--- config.mk ---
export PLATFORM = sky130hd
export DESIGN_NAME = ecl_ram
export DESIGN_NICKNAME = d
export VERILOG_FILES = /design/src/hw/rtl/ecl_ram.sv
export SDC_FILE = /design/constraint.sdc
export NUM_CORES = 1
export LEC_CHECK = 0
export BUFFER_PORTS_ARGS = -buffer_cell sky130_fd_sc_hd__buf_2
export CORE_MARGIN = 4
export CORE_UTILIZATION = 50
export DETAILED_ROUTE_END_ITERATION = 6
export PLACE_DENSITY = 0.66
export SYNTH_ARGS = -nofsm -noshare
export SYNTH_HDL_FRONTEND = slang
export SYNTH_SLANG_ARGS = --single-unit
--- constraint.sdc ---
create_clock -name clk -period 4.9 [get_ports clk]
set_input_delay 0.98 -clock clk [delete_from_list [all_inputs] [get_ports clk]]
set_output_delay 0.98 -clock clk [all_outputs]
set_load 0.1 [all_outputs]
--- src/hw/rtl/ecl_ram.sv ---
// ----------------------------------------------------------------------------
// ecl_ram
// Generic simple dual port RAM: one write port, one read port, registered read.
// ----------------------------------------------------------------------------
`default_nettype none

module ecl_ram #(
  parameter int WIDTH = 8,
  parameter int DEPTH = 64
) (
  input  wire logic                     clk,
  input  wire logic                     we,
  input  wire logic [$clog2(DEPTH)-1:0] waddr,
  input  wire logic [WIDTH-1:0]         wdata,
  input  wire logic                     re,
  input  wire logic [$clog2(DEPTH)-1:0] raddr,
  output logic      [WIDTH-1:0]         rdata
);

  logic [WIDTH-1:0] mem [DEPTH];

  // write port
  always_ff @(posedge clk) begin
    if (we) begin
      mem[waddr] <= wdata;
    end
  end

  // registered read port
  always_ff @(posedge clk) begin
    if (re) begin
      rdata <= mem[raddr];
    end
  end

endmodule

`default_nettype wire

==> impl_results.md <==
- DIE AREA: 0.04378 sq mm
- Worst Path Class, Setup: in -> reg
- Worst vdd ir: 223.4 uV
- Share of layout cells above drive strength 1: 24.68%
- Top cells by area, synth: edfxtp_1 (77%), mux4_2 (14%), nor2_1 (1.5%)
- CTS tree: yes
- Antenna cells: 0
- Critical path arrival: 3.73 ns
- Outcome: finished clean
- First-pass GRT wire length: 66940 microns
- Initial antenna violation count: 4
- Most common cell in the netlist: edfxtp_1
- GR Layer Usage met2: 31.86%
- Vert. Die Dim: 209.2 microns
- Compound-Gate Fraction of Synth Area: 2.064%
- Fin crit share: 70.88%
- Post-synth cell types: 39
- Final count of hold timing violations: 0
- Final Core Density: 56.15%
- Async S/R FF share, synth: 0%
- Sequential area share after synthesis: 77.12%
- Commonest cells post-synth: edfxtp_1 (520), mux4_2 (126), nor2_1 (83), mux2i_1 (23), nand2_1 (19)
- Slew of the pin with the lowest slew margin: 1.274 ns
- Final Non-Filler Cells: 1550
- Total congestion overflow: 0
- Die outline width: 209.2 microns
- Area Growth Syn to Fin: 10.69%
- Clock root buffer: clkbuf_16
- Grt peak-use layer: met2
- Met3 GRT Util: 4.429%
- Htree depth: 2
- MaxCap Viol Count: 0
- Clock sink total: 520
- Reg clk slew, reported paths: 0.06 ns
- Largest net degree at the start of global routing: 65
- Core area: 0.03991 sq mm
- Nature of the critical path endpoint: flip-flop
- Final Skew: 0.02957 ns
- Via Count: 9642
- RR Startpoint: mem[2][3]
- DRC: 0
- Crit. Startpoint: raddr[0]
- Main synth FF type: edfxtp_1
- Synth Area in Simple Gates: 3.374%
- Synth area leader: edfxtp_1
- Vias in the first global route: 9965
- Gpl congestion: 0.7979
- Cts repair resizes: 0
- Synth Area per Inst: 21.54 sq um
- Clock latency on the worst-skew pair: 0.59 ns
- Max-slew headroom: 12.84%
- CTS max path bufs: 3
- Initial DRC Count: 1128
- Met1 Usage GRT: 30.14%
- Netlist Area Pre-Place: 0.02025 sq mm
- Total GRT Usage: 20.63%
- RSZ-0062 raised after global routing: false
- Port bufs: 30
- Achievable clock frequency: 0.2879 GHz
- Number of vias per cell: 6.221
- WP data required: 5.16 ns
- Area share of the largest cell type after synthesis: 77.12%
- First-pass DRT Iterations: 5
- Fraction of synthesized area in multiplexers: 15.88%
- Num rows: 73
- Slew Limit Fails: 0
- Hold_buf cts: 0
- Min Hold Slack: 0.8047 ns
- Syn_nets: 963
- Crit-path max FO: 42
- Startpoint types: input pin
- Final setup vio count: 0
- Inst Count DP: 1463
- Number of antenna-violating nets in the routed design: 0
- Post-route cell area: 0.02241 sq mm
- Largest family of logic cells by synthesized area: multiplexers
- Setup TNS: 0 ns
- Io pins: 31
- Power Density: 399.5 mW/mm^2
- Final min period: 3.473 ns
- Type of the tightest min-delay check: in -> reg
- Total wire length: 44230 microns
- Total CTS buffers: 50
- Cell Area, Placed: 0.02094 sq mm
- Post-Synth XOR/XNOR Area: 0%
- Post-synth EDFFs: 520
- Post-Syn Instances: 940
- HP Start: re
- YS warnings: 0
- Starting density of the core: 50.73%
- DR WL/cell: 28.53 microns
- Register bit count reported by yosys: 520
- Leak Pwr: 6.908 nW
- Adder-Cell Fraction of Synth Area: 0%
- Final nets: 1013
- Filler cells: 2855
- Post-detail-place hpwl: 26220 microns
- Post-CTS setup buffers: 0
[critical path, cell delays in order]
cell and delay, ns:
clkbuf_8 0.44, buf_12 0.32, mux4_2 0.52, nor2b_1 0.13
a2111oi_0 1.09, o41ai_1 0.19
[where the power goes]
| part | total [mW] | switching (mW) | leakage [nW] | internal [mW] |
|---|---|---|---|---|
| clock network | 3.52 | 1.57 | 0.712 | 1.95 |
| registers | 4.95 | 0.0121 | 4.69 | 4.93 |
| logic | 0.486 | 0.318 | 1.51 | 0.168 |
[area by class of cell]
class / count / area, sq um / share of cell area (%)
flip-flops and latches: 520 / 15620 / 69.67
multi-input cells: 369 / 4315 / 19.26
clock buffers: 63 / 1321 / 5.896
well taps: 525 / 656.9 / 2.931
repair buffers: 49 / 356.6 / 1.591
clock inverters: 24 / 146.4 / 0.6532
[registers in the layout, summed over array words and instances, names as in the netlist]
signal and count:
mem 512, rdata 8
[placed cells by master, fill, tap and decap left out, drive strengths merged, types with 13 or more instances in the layout]
| cell | instances |
|---|---|
| buf | 48 |
| nor2 | 83 |
| nand2 | 19 |
| nand3 | 13 |
| clkbuf | 64 |
| nor2b | 14 |
| mux2i | 23 |
| edfxtp | 520 |
| clkinv | 20 |
| mux2 | 13 |
| mux4 | 126 |
[kinds of logic (layout without fill, tap and decap cells)]
| group | after synthesis | in the layout |
|---|---|---|
| buffers and inverters | 51 | 136 |
| flip-flops | 520 | 520 |
| AO/OA/AOI/OAI | 54 | 54 |
| multiplexers | 162 | 162 |
| AND/OR/NAND/NOR | 153 | 153 |
[path summary, 6_finish.rpt]
check              to  slack [ns]  cells after the start
min          rdata[7]        0.80                      1
min reg2reg  rdata[2]        0.95                      4
max reg2reg  rdata[3]        2.36                      4
max          rdata[3]        1.43                      6
[metrics by stage]
stage | power, mW | setup WS (ns)
final | 8.954 | 1.427
after global routing | 9.229 | 1.329
after CTS | 9.024 | 1.475
after detailed placement | 5.533 | 0.8934
after global placement | 5.521 | 0.9382
after floorplan | 5.342 | 2.114
[layer usage]
metal	part of all wire, %	vias up
li1	-	4031
met5	0.13	-
met1	42	5126
met4	2.7	8
met2	48	389
met3	7.4	88
Note: power is estimated with default switching activity, not from simulation.
